`src/hw/rtl/affine_point_normal_transform_top_assert.svh`:
```
// assertion macros for the affine point/normal transform block
`ifndef AFFINE_POINT_NORMAL_TRANSFORM_TOP_ASSERT_SVH
`define AFFINE_POINT_NORMAL_TRANSFORM_TOP_ASSERT_SVH

// same-cycle implication, sampled on clk, off while arst_n is low
`define APNT_ASSERT_NOW(lbl, ante, cons, msg) \
	lbl: assert property (@(posedge clk) disable iff (!arst_n) (ante) |-> (cons)) \
		else $error(msg);

// next-cycle implication, sampled on clk, off while arst_n is low
`define APNT_ASSERT_NEXT(lbl, ante, cons, msg) \
	lbl: assert property (@(posedge clk) disable iff (!arst_n) (ante) |=> (cons)) \
		else $error(msg);

`endif

```
`src/hw/rtl/apnt_pkg.sv`:
```
// shared types and constants for the affine point/normal transform
package apnt_pkg;

	localparam int NUM_ROWS = 3;
	localparam int NUM_REGS = 6;
	localparam int ADDR_W   = 6;
	localparam int DATA_W   = 64;
	localparam int ELEM_W   = 32;
	localparam int PROD_W   = 64;
	localparam int ACC_W    = 66;
	localparam int IDX_W    = 3;

	localparam logic [ELEM_W-1:0] SAT_MAX = 32'h7fff_ffff;
	localparam logic [ELEM_W-1:0] SAT_MIN = 32'h8000_0000;

	localparam logic [DATA_W-1:0] REG_RESET [NUM_REGS] = '{
		64'h0000_0001_0000_0000,
		64'h0000_0000_0000_0000,
		64'h0001_0000_0000_0000,
		64'h0000_0000_0000_0000,
		64'h0000_0000_0000_0000,
		64'h0000_0000_0001_0000
	};

	// one matrix row: three linear coefficients and the translation
	typedef struct packed {
		logic signed [ELEM_W-1:0] m0;
		logic signed [ELEM_W-1:0] m1;
		logic signed [ELEM_W-1:0] m2;
		logic signed [ELEM_W-1:0] m3;
	} row_coef_t;

	// per-stage load strobes
	typedef struct packed {
		logic ld_s1;
		logic ld_s2;
		logic ld_s3;
		logic ld_s4;
	} pipe_ld_t;

endpackage

```
`src/hw/rtl/apnt_cfg.sv`:
```
// matrix register file behind the apb-style configuration port
module apnt_cfg (
	input  logic                            clk,
	input  logic                            arst_n,
	input  logic                            psel,
	input  logic                            penable,
	input  logic                            pwrite,
	input  logic [apnt_pkg::ADDR_W-1:0]     paddr,
	input  logic [apnt_pkg::DATA_W-1:0]     pwdata,
	output logic [apnt_pkg::DATA_W-1:0]     prdata,
	output logic                            pready,
	output apnt_pkg::row_coef_t             row_coef [apnt_pkg::NUM_ROWS]
);
	import apnt_pkg::*;

	logic [DATA_W-1:0] cfg_q [NUM_REGS];
	logic [IDX_W-1:0]  reg_idx;
	logic              idx_ok;
	logic              wr_en;

	assign pready  = 1'b1;
	assign reg_idx = paddr[ADDR_W-1:ADDR_W-IDX_W];
	assign idx_ok  = (reg_idx < IDX_W'(NUM_REGS));
	assign wr_en   = psel && penable && pwrite && pready && idx_ok;

	always_ff @(posedge clk or negedge arst_n) begin
		if (!arst_n) begin
			for (int i = 0; i < NUM_REGS; i++) begin
				cfg_q[i] <= REG_RESET[i];
			end
		end else if (wr_en) begin
			for (int i = 0; i < NUM_REGS; i++) begin
				if (reg_idx == IDX_W'(i)) begin
					cfg_q[i] <= pwdata;
				end
			end
		end
	end

	always_comb begin
		prdata = '0;
		if (idx_ok) begin
			prdata = cfg_q[reg_idx];
		end
	end

	// even register: m0 low, m1 high; odd register: m2 low, translation high
	for (genvar j = 0; j < NUM_ROWS; j++) begin : g_row
		assign row_coef[j].m0 = cfg_q[2*j][ELEM_W-1:0];
		assign row_coef[j].m1 = cfg_q[2*j][DATA_W-1:ELEM_W];
		assign row_coef[j].m2 = cfg_q[2*j+1][ELEM_W-1:0];
		assign row_coef[j].m3 = cfg_q[2*j+1][DATA_W-1:ELEM_W];
	end

endmodule

```
`config.mk`:
```
export PLATFORM = sky130hd
export DESIGN_NAME = apnt_cfg
export DESIGN_NICKNAME = d
export VERILOG_FILES = /design/src/hw/rtl/affine_point_normal_transform_top_assert.svh /design/src/hw/rtl/apnt_pkg.sv /design/src/hw/rtl/apnt_cfg.sv
export SDC_FILE = /design/constraint.sdc
export NUM_CORES = 1
export LEC_CHECK = 0
export BUFFER_PORTS_ARGS = -buffer_cell sky130_fd_sc_hd__buf_2
export CAP_MARGIN = 5
export CORE_AREA = 2 2 201 203
export DETAILED_ROUTE_END_ITERATION = 10
export DIE_AREA = 0 0 203 205
export PLACE_DENSITY = 0.81
export RECOVER_POWER = 50
export SKIP_LAST_GASP = 1
export SYNTH_ARGS = -nofsm -noshare
export SYNTH_HDL_FRONTEND = slang
export SYNTH_SLANG_ARGS = --single-unit
export TNS_END_PERCENT = 100
```
`constraint.sdc`:
```
create_clock -name clk -period 2.6 [get_ports clk]
set_input_delay 0.13 -clock clk [delete_from_list [all_inputs] [get_ports clk]]
set_output_delay 0.13 -clock clk [all_outputs]
set_load 0.02 [all_outputs]
```
# Word-level counts from Yosys, hierarchy flattened
# Index checks and enable logic that the tools add are counted.
[word_totals]
reg_bits = 384
inputBits = 75
output_inout_bits = 449
elab_cells = 28
[classes]
n_lt_le_gt_ge = 2
n_eq_ne = 5
mux = 4
bitwise_logic = 1
n_reduce_logical = 10
[op_table]
columns = ["cell", "n"]
rows = [
  ["$bmux 64 s3", 1],
  ["$mux 64", 3],
  ["$reduce_and 2->1", 6],
  ["$eq 3x2->1 const B", 2],
  ["$eq 3x3->1 const B", 2],
  ["$ge 4x4->1 const B", 1],
  ["$not 3->4", 1],
  ["$eq 3x1->1 const B", 1],
  ["$logic_and 1x1->1", 3],
  ["$logic_not 3->1", 1],
  ["$lt 3x3->1 const B", 1],
]

# Logic depth before layout (Yosys ltp)
[logic_depth]
word_depth = 5
ltp_mapped = 6
mapped_depth_nobuf = 3

# Least setup slack after synthesis
# Ideal clock, no wire load.
[synth_timing]
path_kind = "input -> output"
from = "in paddr[4] in the netlist's numbering"
to = "out prdata[31] in the netlist's numbering"
arrival_time_ps = 1372
required_time_ps = 2470
setup_slack_ps = 1098
stages = 6
n_path_buf = 3
cell_sequence = "clkbuf_1 > buf_2 > buf_2 > mux2i_1 > o22a_1 > o21ai_0"
[synth_between]
elab_chain_len = 5
word_cells_on_any_way = 6
cone_classes = "order compare: 1; mux: 4; bitwise: 1"
[synth_rtl]
columns = ["element", "line", "rtl"]
rows = [
  ["from (decl)", "apnt_cfg.sv:8", "input logic [apnt_pkg::ADDR_W-1:0] paddr,"],
  ["$not 3->4 (implied by the code)", "apnt_cfg.sv:43", "prdata = cfg_q[reg_idx];"],
  ["$bmux 64 s3", "apnt_cfg.sv:43", ""],
  ["$mux 64 (implied by the code) (2 in a row)", "apnt_cfg.sv:43", ""],
  ["$mux 64 (*)", "apnt_cfg.sv:42", "if (idx_ok) begin"],
  ["to (decl)", "apnt_cfg.sv:10", "output logic [apnt_pkg::DATA_W-1:0] prdata,"],
]
# Mark *: on every way between the ends. The rest lies on a longest branch, timed or not. The select of a mux whose other input is x is not followed.

# Worst setup path in the final report
[layout_timing]
from = "in paddr[4] in the netlist's numbering"
to = "reg cfg_q, in the netlist row_coef[98]"
[layout_between]
elab_chain_len = 3
word_cells_on_any_way = 4
cone_classes = "order compare: 1; eq/ne: 1; reduce/logical: 2"
[layout_rtl]
columns = ["element", "line", "rtl"]
rows = [
  ["$lt 3x3->1", "apnt_cfg.sv:23", "assign idx_ok = (reg_idx < IDX_W'(NUM_REGS));"],
  ["$logic_and 1x1->1", "apnt_cfg.sv:24", "assign wr_en = psel && penable && pwrite && pready && idx_ok;"],
  ["$reduce_and 2->1 (no source line) (*)", "-", ""],
  ["to (signal, indexed assignment)", "apnt_cfg.sv:29", "cfg_q[i] <= REG_RESET[i];"],
  ["to (signal, indexed assignment)", "apnt_cfg.sv:34", "cfg_q[i] <= pwdata;"],
  ["to (decl)", "apnt_cfg.sv:16", "logic [DATA_W-1:0] cfg_q [NUM_REGS];"],
]
# Mark *: on every way between the ends. The rest lies on a longest branch, timed or not.
# A chain may end at the register's enable or synchronous reset.

==> flow_results.org <==
** Synth
- Ranked by total cell area, the synthesized netlist is headed by sky130_fd_sc_hd__dfrtp_1 (55%), sky130_fd_sc_hd__mux2_2 (20%), sky130_fd_sc_hd__mux2i_1 (11%).
- Netlist Area Pre-Place :: 0.01725 mm2
- sky130_fd_sc_hd__dfrtp_1 is the most common cell in the netlist.
- Number of distinct library cells after synthesis :: 20
- In this run the mean area of a mapped cell was 14.60 um2.
- Number of flops mapped to enable cells by yosys :: 0
- sky130_fd_sc_hd__dfrtp_1 takes more of the synthesized area than any other cell.
- Number of cells produced by synthesis :: 1,182
- Post-synth net total :: 1,257
- Share of the yosys chip area belonging to registers :: 55.72%
- Yosys Warn Count :: 0
- Counting flops with an async set or reset pin after synthesis yields a share of 100.0%.
- Leading cell types by count after synthesis :: sky130_fd_sc_hd__dfrtp_1 (381), sky130_fd_sc_hd__mux2_2 (299), sky130_fd_sc_hd__mux2i_1 (192)
- Area share of the largest cell type after synthesis :: a little under three fifths
- Among all flip-flop cells after synthesis, the most frequent one is sky130_fd_sc_hd__dfrtp_1.
- After synthesis the netlist holds a flip-flop and latch count of 384.

** Critical path
- The largest individual stage delay along the critical path comes from the cell sky130_fd_sc_hd__clkbuf_2.
- STA classifies the critical path startpoint as an input port.
- Timing endpoint of the critical path :: row_coef[98]$_DFFE_PN0P_
- Slack of the worst reg-to-reg path :: ~1700 ps
- Required time reported for the critical path endpoint :: 3020 ps
- Walking the worst path, the cells encountered are buf_6, nand4b_1, nor3b_1, clkbuf_2, mux2_2.
- Sort of element at the end of the critical path :: register
- Reg-to-Reg Start :: row_coef[119]$_DFFE_PN0P_
- The endpoint identified for the worst register-to-register timing path is row_coef[119]$_DFFE_PN0P_.
- Type of the setup path with the least slack :: input port to register
- Slowest cell delay on critical path :: approximately 870 ps
- The most critical setup path has its startpoint at paddr[4].
- In this run the worst path has a maximum fanout of 29.
- Critical Path AT :: about 2600 ps
- The worst register-to-register path has a depth of 1.

** Floorplanning
- Area of the core :: ~0.04 mm2
- Overall die area :: between 0.04 and 0.05 mm2
- Die Span X :: 203 um
- The floorplan step set the die height to 205 um.
- Core Rows :: 73
- For this design the top-level I/O count stands at 524.
- Effective utilization at floorplan :: a little over two fifths

** Placement
- The wire-length estimate of the detail-placed layout is 35.12 mm.
- GP Congestion :: 0.8880
- Input and output buffers added on the ports amount to around 520.
- Once placement finished, the instance area stood at 0.02062 mm2.

** Cells and area
- In the final layout, flip-flops and latches occupy 0.009613 mm2.
- Design area :: 0.02241 mm2
- At the end of the flow, the number of nets in the layout was 1,834.
- The area growth from synthesis to layout is 29.91%.
- The register with the most flip-flops in the layout has 384 of them.
- Area occupied by multi-input gates :: a little over 0.007 mm2
- Filler Cell Count :: ~3.1k
- Share of cells above drive strength 1 :: between 40% and 50%

** CTS
- The root buffer cell chosen for the clock tree is sky130_fd_sc_hd__clkbuf_16.
- H-tree lvl count :: 2
- Hold buffers post-CTS :: 65
- Clock insertion delay at the later pin of the skew report :: 540 ps
- Clk buf depth :: 3
- Post-cts sizing count :: 0
- TritonCTS Buffers :: 40
- Clock-pin slew was measured on the worst setup and hold paths at 60 ps.
- TritonCTS clock tree :: yes
- Counting every sink on the clock net gives 384.
- Post-CTS timing repair inserted 0 buffers for setup.

** Global route
- Overflow after GRT :: 0
- The number of global-route vias before repair was 13.54k.
- The first global-routing pass estimated a little over 80 mm of wire.
- Maximum number of pins on one net before global-route repair :: 84
- Number of antenna violations at the first check in global routing :: 1
- Global routing used roughly a quarter of the available tracks across all layers.

** Timing
- # setup viols final :: 0
- Max-slew headroom :: 14.08%
- For the pin with the worst max-slew slack, the measured transition is around 1300 ps.
- After routing, the total negative slack on setup checks comes to 0 ps.
- RSZ-0062 raised after global routing :: false
- The number of failing hold endpoints at the final stage is 0.
- Counting I/O delays and the setup requirement, the final critical path takes 2208 ps.
- The number of max-slew violations in the final report is 0.
- Setup clock skew after layout :: 0 ps
- Max Freq :: 452.9 MHz
- The worst path uses 84.93% of the clock period.

** Power and ir drop
- VDD sags by at most 0.0007119 V.
- Leakage power of the design :: 11.28 nW
- Dividing total power by cell area gives a power density of 876.5 mW/mm2.

** Route
- First DRT Iteration DRCs :: 533
- After detailed routing, the total wire length is 54.26 mm.
- The detail route stage leaves a number of antenna-violating nets equal to 0.
- Post-route DRC violation count :: 0
- Detailed Routing Iterations Pass 1 :: 5
- Wire per inst :: ~23 um
- Detailed routing inserted a total of 12.94k vias.
- Detailed-route vias per instance :: 5.588

** Job
- Reported max-cap violation count :: 0

** Hold path
- Type of the tightest min-delay check :: input port to asynchronous set/reset pin

** Status
- The run finished with clean final reports.
## where the power goes
| group | switching [mW] | total, mW | internal, mW |
|---|---|---|---|
| Clock | 2.32 | 5.80 | 3.48 |
| Sequential | 0.966 | 8.12 | 7.16 |
| Combinational | 3.50 | 5.72 | 2.22 |
| Total | 6.79 | 19.6 | 12.9 |
## per-layer routing
| layer | global-route usage (%) | wire (um) | vias up |
|---|---|---|---|
| met5 | 0 | 0 | - |
| met4 | 10.40 | 1856 | 0 |
| met3 | 7.143 | 4656 | 131 |
| met2 | 43.11 | 26530 | 616 |
| met1 | 30.25 | 21220 | 6668 |
| li1 | - | - | 5522 |
## logic make-up after synthesis
family          Yosys count  share of synthesized area, %
mux                     576                         36.21
flops                   384                         55.72
simple gates             12                        0.6455
other cells               1                       0.02174
buf+inv                  81                         2.299
compound gates          128                         5.106
## area by class of cell
cell class              instances  share of cell area, %
well taps                     525                  2.931
clock buffers                  60                  5.343
clock inverters                11                 0.6197
flip-flops and latches        384                  42.89
multi-input cells             717                  32.29
repair buffers                616                  15.90
diodes                          2                0.02233
## cells in the final DEF (no fill, tap or decap), drive strengths merged
master	count
clkinvlp	2
nor2	5
o21ai	64
nand2b	2
conb	1
nand2	1
inv	1
clkinv	5
mux2	384
diode	2
dfrtp	381
buf	491
or2	1
nand4	1
clkbuf	120
nor3b	1
nand4b	1
mux2i	192
dlygate4sd3	65
bufinv	3
dfstp	3
o22a	64
## stage by stage
stage	hold WS, ps	instances	setup slack [ps]	util [%]	power [mW]
floorplan	-165.6	1182	1098	-	11.39
global placement	164.1	2177	771.1	52.37	13.64
detailed placement	174.3	2177	714.1	52.37	13.83
CTS	175.1	2313	723.2	57.42	19.77
global route	231.9	2314	363.9	56.92	20.44
finish	191.8	2315	391.9	56.93	19.64
## worst min-delay path by stage
stage                start                       end  slack, ps  depth (start not counted)
finish              arst_n  row_coef[92]$_DFFE_PN0P_        190                          2
global route        arst_n  row_coef[92]$_DFFE_PN0P_        230                          2
CTS                 arst_n  row_coef[92]$_DFFE_PN0P_        180                          2
detailed placement  arst_n  row_coef[92]$_DFFE_PN0P_        170                          1
global placement    arst_n  row_coef[92]$_DFFE_PN0P_        160                          1
floorplan           arst_n   row_coef[0]$_DFFE_PN0P_       -170                          0
## worst max-delay path: cells and delay by family
family,cells,cell delay (ps)
multiplexers,1,410
buffers and inverters,2,1050
AND/OR/NAND/NOR,2,960
Power figures use the tool's default switching activity.
