$ cat src/hw/rtl/affine_point_normal_transform_top_assert.svh
// assertion macros for the affine point/normal transform block
`ifndef AFFINE_POINT_NORMAL_TRANSFORM_TOP_ASSERT_SVH
`define AFFINE_POINT_NORMAL_TRANSFORM_TOP_ASSERT_SVH

// same-cycle implication, sampled on clk, off while arst_n is low
`define APNT_ASSERT_NOW(lbl, ante, cons, msg) \
	lbl: assert property (@(posedge clk) disable iff (!arst_n) (ante) |-> (cons)) \
		else $error(msg);

// next-cycle implication, sampled on clk, off while arst_n is low
`define APNT_ASSERT_NEXT(lbl, ante, cons, msg) \
	lbl: assert property (@(posedge clk) disable iff (!arst_n) (ante) |=> (cons)) \
		else $error(msg);

`endif

$ cat src/hw/rtl/apnt_pkg.sv
// shared types and constants for the affine point/normal transform
package apnt_pkg;

	localparam int NUM_ROWS = 3;
	localparam int NUM_REGS = 6;
	localparam int ADDR_W   = 6;
	localparam int DATA_W   = 64;
	localparam int ELEM_W   = 32;
	localparam int PROD_W   = 64;
	localparam int ACC_W    = 66;
	localparam int IDX_W    = 3;

	localparam logic [ELEM_W-1:0] SAT_MAX = 32'h7fff_ffff;
	localparam logic [ELEM_W-1:0] SAT_MIN = 32'h8000_0000;

	localparam logic [DATA_W-1:0] REG_RESET [NUM_REGS] = '{
		64'h0000_0001_0000_0000,
		64'h0000_0000_0000_0000,
		64'h0001_0000_0000_0000,
		64'h0000_0000_0000_0000,
		64'h0000_0000_0000_0000,
		64'h0000_0000_0001_0000
	};

	// one matrix row: three linear coefficients and the translation
	typedef struct packed {
		logic signed [ELEM_W-1:0] m0;
		logic signed [ELEM_W-1:0] m1;
		logic signed [ELEM_W-1:0] m2;
		logic signed [ELEM_W-1:0] m3;
	} row_coef_t;

	// per-stage load strobes
	typedef struct packed {
		logic ld_s1;
		logic ld_s2;
		logic ld_s3;
		logic ld_s4;
	} pipe_ld_t;

endpackage

$ cat src/hw/rtl/apnt_pipe_ctrl.sv
// valid bits and load strobes for the four-stage pipeline
`include "affine_point_normal_transform_top_assert.svh"

module apnt_pipe_ctrl (
	input  logic                 clk,
	input  logic                 arst_n,
	input  logic                 in_valid,
	output logic                 in_stall,
	output logic                 out_valid,
	input  logic                 out_stall,
	output apnt_pkg::pipe_ld_t   pipe_ld
);
	import apnt_pkg::*;

	logic vld_s1, vld_s2, vld_s3, vld_s4;
	logic en1, en2, en3, en4;

	// a stage may load when it is empty or its content moves on
	assign en4 = !vld_s4 || !out_stall;
	assign en3 = !vld_s3 || en4;
	assign en2 = !vld_s2 || en3;
	assign en1 = !vld_s1 || en2;

	assign in_stall  = !en1;
	assign out_valid = vld_s4;

	assign pipe_ld.ld_s1 = en1 && in_valid;
	assign pipe_ld.ld_s2 = en2 && vld_s1;
	assign pipe_ld.ld_s3 = en3 && vld_s2;
	assign pipe_ld.ld_s4 = en4 && vld_s3;

	always_ff @(posedge clk or negedge arst_n) begin
		if (!arst_n) begin
			vld_s1 <= 1'b0;
			vld_s2 <= 1'b0;
			vld_s3 <= 1'b0;
			vld_s4 <= 1'b0;
		end else begin
			if (en1) vld_s1 <= in_valid;
			if (en2) vld_s2 <= vld_s1;
			if (en3) vld_s3 <= vld_s2;
			if (en4) vld_s4 <= vld_s3;
		end
	end

	`APNT_ASSERT_NOW(a_stall_needs_full_s1, in_stall, vld_s1, "input stalled with stage 1 empty")
	`APNT_ASSERT_NEXT(a_request_lands_s1, in_valid && !in_stall, vld_s1, "accepted request lost")
	`APNT_ASSERT_NEXT(a_s1_held, vld_s1 && in_stall, vld_s1, "held stage 1 request dropped")
	`APNT_ASSERT_NEXT(a_bubble_fills, vld_s3 && !vld_s4, vld_s4, "empty output stage not filled")

endmodule

$ cat config.mk
export PLATFORM = sky130hd
export DESIGN_NAME = apnt_pipe_ctrl
export DESIGN_NICKNAME = d
export VERILOG_FILES = /design/src/hw/rtl/apnt_pkg.sv /design/src/hw/rtl/apnt_pipe_ctrl.sv
export VERILOG_INCLUDE_DIRS = /design/src /design/src/hw/rtl
export SDC_FILE = /design/constraint.sdc
export NUM_CORES = 1
export LEC_CHECK = 0
export ABC_CLOCK_PERIOD_IN_PS = 1400
export BUFFER_PORTS_ARGS = -buffer_cell sky130_fd_sc_hd__clkbuf_2
export CORE_AREA = 2 2 39 41
export DETAILED_ROUTE_END_ITERATION = 10
export DIE_AREA = 0 0 41 43
export GPL_TIMING_DRIVEN = 0
export SYNTH_ARGS = -nofsm -noshare
export SYNTH_HDL_FRONTEND = slang
export SYNTH_SLANG_ARGS = --single-unit
$ cat constraint.sdc
create_clock -name clk -period 1.4 [get_ports clk]
set_clock_uncertainty 0.15 [all_clocks]
set_input_delay 0.07 -clock clk [delete_from_list [all_inputs] [get_ports clk]]
set_output_delay 0.07 -clock clk [all_outputs]
set_load 0.01 [all_outputs]
### Word level (Yosys, flattened, before mapping)

Cells that the tools add are included.

| storage, ports and cells | value |
|---|---|
| bits in registers | 4 |
| bits of input ports | 4 |
| output and inout bits | 6 |
| word-level logic and storage cells | 18 |

| operators by class | value |
|---|---|
| reductions and logical operators | 14 |

Operators by type and width:

| kind | number |
|---|---|
| $logic_not 1->1 | 6 |
| $logic_and 1x1->1 | 4 |
| $logic_or 1x1->1 | 4 |

### Longest topological paths before layout

Gate-level depths: netlist of the first run.

| depth | value |
|---|---|
| word-level depth | 6 |
| depth in mapped cells | 2 |
| mapped depth without buffers | 2 |

### Least setup slack after synthesis of the first run

Ideal clock, no wire load.

| timing | value |
|---|---|
| path type | register -> output |
| start point | register vld_s4, in the netlist out_valid |
| end point | output port pipe_ld[3] (netlist name) |
| data arrival time | 0.941 ns |
| data required time | 1.180 ns |
| slack | 0.239 ns |
| cell stages (with the launch flop) | 3 |
| buffers on the path | 0 |
| cells stage by stage | dfrtp_1 -> and4_4 -> a21boi_0 |

RTL lines:

| element | line | text |
|---|---|---|
| start, declared | apnt_pipe_ctrl.sv:15 | `logic vld_s1, vld_s2, vld_s3, vld_s4;` |
| start signal, assigned | apnt_pipe_ctrl.sv:42 | `if (en4) vld_s4 <= vld_s3;` |
| end, declared | apnt_pipe_ctrl.sv:11 | `output apnt_pkg::pipe_ld_t pipe_ld` |

==> metrics.md, run 1 <==
| Metric | Value |
|---|---|
| VDD IR max | 295 µV |
| Die area | 1760 µm² |
| Number of distinct library cells after synthesis | 12 |
| Final Max Tran Viols | 0 |
| Combinational fraction of design power | 0.237 |
| Initial drt markers | 3 |
| Num ports | 10 |
| Most frequent cells in the layout | clkbuf_2, dfrtp_1, clkbuf_4, dlygate4sd3_1 |
| Sw power | 0.0915 mW |
| Max Buffers Root-to-Sink | 2 |
| Crit Path Category | flop to primary output |
| # nets final | 40 |
| Register share of total power | 0.381 |
| Crit end category | primary output |
| Post-DR wirelength/cell | 7.60 µm |
| Worst-path clk slew | 0.04 ns |
| Sequential cell area fraction in the yosys report | 0.552 |
| Most common cell after layout, fill and taps aside | clkbuf_2 |
| Status | finished clean |
| Vias in the first global route | 179 |
| Skew-Pair Late Insertion Delay | 0.23 ns |
| N_diodes | 0 |
| Syn_area_per_cell | 10.7 µm² |
| Number of nets with antenna violations after routing | 0 |
| Vias | 182 |
| Largest net degree at the start of global routing | 6 |
| Hold depth | 3 |
| CTS H-tree depth | 1 |
| Crit path max fanout | 4 |
| RSZ-0062 raised after global routing | no |
| Maxcap violations | 0 |
| Yosys reg bits | 4 |
| CTS Sinks | 4 |
| Hold Path Sink | vld_s2$_DFFE_PN0P_ |
| Worst-margin pin slew | 0.146 ns |
| Area delta synth->final | 73.1% |
| Inst Count DP | 42 |
| Power Density | 1150 nW/µm² |
| IO buf count | 9 |
| CP arrival | 1.09 ns |
| Core area | 1380 µm² |
| Reg-to-reg endpoint | out_valid$_DFFE_PN0P_ |
| Share of cells above drive strength 1 | 0.471 |
| Total power | 0.361 mW |
| Drt total wl | 380 µm |
| Clock Root Buffer | clkbuf_4 |
| GRT Residual Overflow | 0 |
| DP HPWL | 296 µm |
| CP required | 1.18 ns |
| Switching Fraction | 0.253 |
| Depth of the worst register-to-register path | 3 |
| DRC viols | 0 |
| Max-slew headroom at the worst pin | 0.902 |
| Final Hold Vio Count | 0 |
| Synth warn | 0 |
| Final period util | 0.936 |
| Via-to-Cell Ratio | 3.64 |
| CTS Buf Count | 3 |
| Initial antenna violation count | 0 |
| First-pass detailed-route iteration total | 2 |
| Reg2reg setup slack | 0.29 ns |
| Post-Layout Cell Count | 50 |
| Syn Nets | 21 |
| Leak pwr | 0.157 nW |
| Max Clk Rate | 763 MHz |
| Setup total negative slack | 0 ns |
| TritonCTS clock tree | done |
| Die Y | 43 µm |
| Initial Util | 0.131 |
| Internal Power | 0.270 mW |
| Die Span X | 41 µm |
| Startpoint types | flop |
| RR Startpoint | out_valid$_DFFE_PN0P_ |
| Post-layout min period | 1.31 ns |
| Hold_sp | out_stall |
| Syn Inst Count | 17 |
| Gpl congestion | 0.617 |
| First-pass GRT wire length | 545 µm |
| # setup viols final | 0 |
| Tot GR Track Use | 0.0534 |
| Clock power frac | 0.382 |
| Cell row count | 14 |
| Mapped Area | 181 µm² |
| Worst hold path type | input port to flop |
-- Yosys cell counts --
cell / instances / share of area
dfrtp_1: 4 / 0.55
a21o_1: 1 / 0.041
nand3_1: 1 / 0.028
nand2b_1: 1 / 0.035
nand2_1: 1 / 0.021
a21boi_0: 2 / 0.083
and2_1: 1 / 0.035
a21o_2: 1 / 0.048
nand4_1: 1 / 0.035
inv_1: 1 / 0.021
and4_4: 1 / 0.062
nor2_1: 2 / 0.041
-- per-stage QoR --
| step | utilization | area, µm² | hold slack, ns | setup slack [ns] |
|---|---|---|---|---|
| after detailed placement | 0.178 | 246 | -0.268 | 0.233 |
| after global placement | 0.178 | 246 | -0.272 | 0.241 |
| after floorplan | - | 181 | -0.376 | 0.239 |
| after global routing | 0.227 | 314 | 0.0159 | 0.0207 |
| final | 0.227 | 314 | 0.0127 | 0.0895 |
| after CTS | 0.227 | 314 | 0.00557 | 0.00779 |
-- what timing repair did --
| action | in CTS | in global routing |
|---|---|---|
| endpoints found under the setup margin | 1 | 1 |
| hold buffers | 3 | 0 |
| buffers inserted | 2 | 0 |
| gates resized for setup | 0 | 2 |
| hold endpoints to repair | 6 | 0 |
-- flip-flops by register name, summed over array words and instances, names as in the netlist --
register / count
vld_s2: 1
vld_s3: 1
vld_s1: 1
out_valid: 1
-- cell type report --
class	count	area, µm²
inverters	1	3.75
multi-input cells	12	77.6
repair buffers	14	90.1
flip-flops and latches	4	100
clock buffers	3	22.5
well taps	16	20.0
fillers	168	1070
-- kinds of logic after synthesis --
logic type	after synthesis	share of synthesized area
AO/OA/AOI/OAI	4	0.172
buffers and inverters	1	0.0207
flip-flops	4	0.552
AND/OR/NAND/NOR	8	0.255
-- worst max-delay path, stage by stage (launching register included) --
cell and delay (ns):
dfrtp_1 0.38, and4_4 0.20, a21boi_1 0.13, buf_2 0.14
-- how the worst max path moves through the flow --
stage                               start          to  slack (ns)  depth (start not counted)
floorplan           out_valid$_DFFE_PN0P_  pipe_ld[3]        0.24                          2
CTS                    vld_s2$_DFFE_PN0P_  pipe_ld[3]       0.008                          3
finish                 vld_s2$_DFFE_PN0P_  pipe_ld[3]        0.09                          3
global route        out_valid$_DFFE_PN0P_  pipe_ld[0]        0.02                          3
global placement    out_valid$_DFFE_PN0P_  pipe_ld[3]        0.24                          3
detailed placement  out_valid$_DFFE_PN0P_  pipe_ld[3]        0.23                          3
-- power by group through the flow --
stage	Sequential, mW	Clock [mW]	Combinational, mW
floorplan	0.140	0	0.0396
global placement	0.141	0	0.0703
detailed placement	0.141	0	0.0710
CTS	0.137	0.148	0.0870
global route	0.139	0.153	0.0935
finish	0.138	0.138	0.0855
-- routing by layer --
| layer | GRT usage | wire, µm | vias up | part of all wire |
|---|---|---|---|---|
| met3 | 0.0524 | 40 | 0 | 0.11 |
| met5 | 0 | 0 | - | 0 |
| met4 | 0.0600 | 0 | 0 | 0 |
| met2 | 0.0813 | 221 | 4 | 0.58 |
| li1 | - | - | 94 | - |
| met1 | 0.0260 | 119 | 84 | 0.31 |
Note: power is estimated with default switching activity, not from simulation.
==> run 2: changes to the inputs <==
--- a/config.mk
+++ b/config.mk
@@ -12,6 +12,7 @@
 export DETAILED_ROUTE_END_ITERATION = 10
 export DIE_AREA = 0 0 41 43
 export GPL_TIMING_DRIVEN = 0
+export PLACE_DENSITY_LB_ADDON = 0.1
 export SYNTH_ARGS = -nofsm -noshare
 export SYNTH_HDL_FRONTEND = slang
 export SYNTH_SLANG_ARGS = --single-unit
==> run 2 against run 1 <==
Final cell count is 4.0% higher. Flip-flop and latch count unchanged. Maximum frequency decreased by 1.7%. Register-to-register slack better by 0.11 ns. First-iteration DRC count unchanged. Via count up 7.7%. Hold slack gained 0.0050 ns. Sequential share of layout area decreased by 1.7 points. Setup slack got worse by 0.022 ns. Die area is the same. Global-route usage is 1.4 points higher. Largest power group is now clock. Highest routed layer is now met4.
==> metrics.md, run 2 (synthesis gave the netlist of run 1 again) <==
| Metric | Value |
|---|---|
| Drt total wl | 424 µm |
| Final period util | 0.952 |
| Largest net degree at the start of global routing | 6 |
| Startpoint types | input port |
| Area delta synth->final | 82.8% |
| TritonCTS clock tree | done |
| GRT Residual Overflow | 0 |
| Max Clk Rate | 750 MHz |
| Number of nets with antenna violations after routing | 0 |
| First-pass GRT wire length | 690 µm |
| Most frequent cells in the layout | clkbuf_2, dlygate4sd3_1, dfrtp_1 |
| Initial Util | 0.131 |
| Num ports | 10 |
| Vias in the first global route | 190 |
| Total power | 0.373 mW |
| Share of cells above drive strength 1 | 0.472 |
| Cell row count | 14 |
| Final Hold Vio Count | 0 |
| Worst-path clk slew | 0.04 ns |
| Vias | 196 |
| Status | finished clean |
| Crit path max fanout | 5 |
| Leak pwr | 0.166 nW |
| Core area | 1380 µm² |
| Die Span X | 41 µm |
| Maxcap violations | 0 |
| CP arrival | 1.11 ns |
| Gpl congestion | 0.545 |
| Power Density | 1120 nW/µm² |
| Hold_ws | 0.0177 ns |
| Tot GR Track Use | 0.0675 |
| VDD IR max | 301 µV |
| Worst hold path type | input port to asynchronous set/reset pin |
| Worst-margin pin slew | 0.157 ns |
| CTS H-tree depth | 1 |
| Via-to-Cell Ratio | 3.77 |
| Clock Root Buffer | clkbuf_4 |
| Initial drt markers | 3 |
| CTS Buf Count | 3 |
| DRC viols | 0 |
| Post-Layout Cell Count | 52 |
| IO buf count | 9 |
| Post-DR wirelength/cell | 8.15 µm |
| Crit Path Category | input port to primary output |
| Die area | 1760 µm² |
| First-pass detailed-route iteration total | 2 |
| Inst Count DP | 42 |
| # setup viols final | 0 |
| Final Max Tran Viols | 0 |
| Crit end category | primary output |
| DP HPWL | 314 µm |
| # nets final | 42 |
| Max-slew headroom at the worst pin | 0.894 |
| Die Y | 43 µm |
| CP required | 1.18 ns |
| Skew-Pair Late Insertion Delay | 0.23 ns |
| Initial antenna violation count | 0 |
| Utilization after layout | 0.240 |
| Most common cell after layout, fill and taps aside | clkbuf_2 |
| N_diodes | 0 |
| Max Buffers Root-to-Sink | 2 |
| Setup total negative slack | 0 ns |
| CTS Sinks | 4 |
| Post-layout min period | 1.33 ns |
| RSZ-0062 raised after global routing | no |
## run 2: routing by layer
metal	share of wire	track usage	vias to the layer above
met2	0.48	0.0875	6
met3	0.097	0.0314	2
met5	0	0	-
met4	0.014	0.100	0
met1	0.41	0.0584	88
li1	-	-	100
## run 2: timing repair
action,in CTS,in global routing
gates resized for setup,0,2
setup buffers,3,0
hold buffers,4,0
endpoints found under the setup margin,1,1
endpoints found under the hold margin,6,0
## run 2: cell type report
| class | instances | area [µm²] |
|---|---|---|
| fill | 155 | 1050 |
| timing repair buffer | 16 | 108 |
| multi-input combinational | 12 | 77.6 |
| inverter | 1 | 3.75 |
| tap | 16 | 20.0 |
| clock buffer | 3 | 22.5 |
| sequential | 4 | 100 |
## run 2: per-stage QoR
stage	instance area, µm²	worst slack [ns]
CTS	332	0.0336
global placement	246	0.263
floorplan	181	0.239
detailed placement	246	0.235
global route	332	0.00185
finish	332	0.0672
## run 2: worst max-delay path, stage by stage
cell and delay, ns:
clkbuf_2 0.11, dlygate4sd3_1 0.56, nand3_1 0.09, and2_1 0.17, clkbuf_2 0.12
## run 2: report_power, final
group / total, mW / internal [mW] / switching (mW) / leakage [nW]
logic: 0.0935 / 0.0518 / 0.0417 / 0.110
clock network: 0.142 / 0.0958 / 0.0461 / 0.0138
registers: 0.137 / 0.128 / 0.00928 / 0.0420
total: 0.373 / 0.276 / 0.0970 / 0.166
## run 2: worst paths after layout
| check | slack (ns) | end | start | depth (start not counted) |
|---|---|---|---|---|
| min | 0.02 | vld_s3$_DFFE_PN0P_ | arst_n | 2 |
| max in group asynchronous | 0.96 | vld_s2$_DFFE_PN0P_ | arst_n | 2 |
| max | 0.07 | pipe_ld[1] | out_stall | 5 |
| min reg2reg | 0.35 | vld_s1$_DFFE_PN0P_ | vld_s1$_DFFE_PN0P_ | 1 |
| max reg2reg | 0.40 | vld_s1$_DFFE_PN0P_ | vld_s3$_DFFE_PN0P_ | 2 |
| min in group clk | 0.02 | vld_s2$_DFFE_PN0P_ | out_stall | 3 |
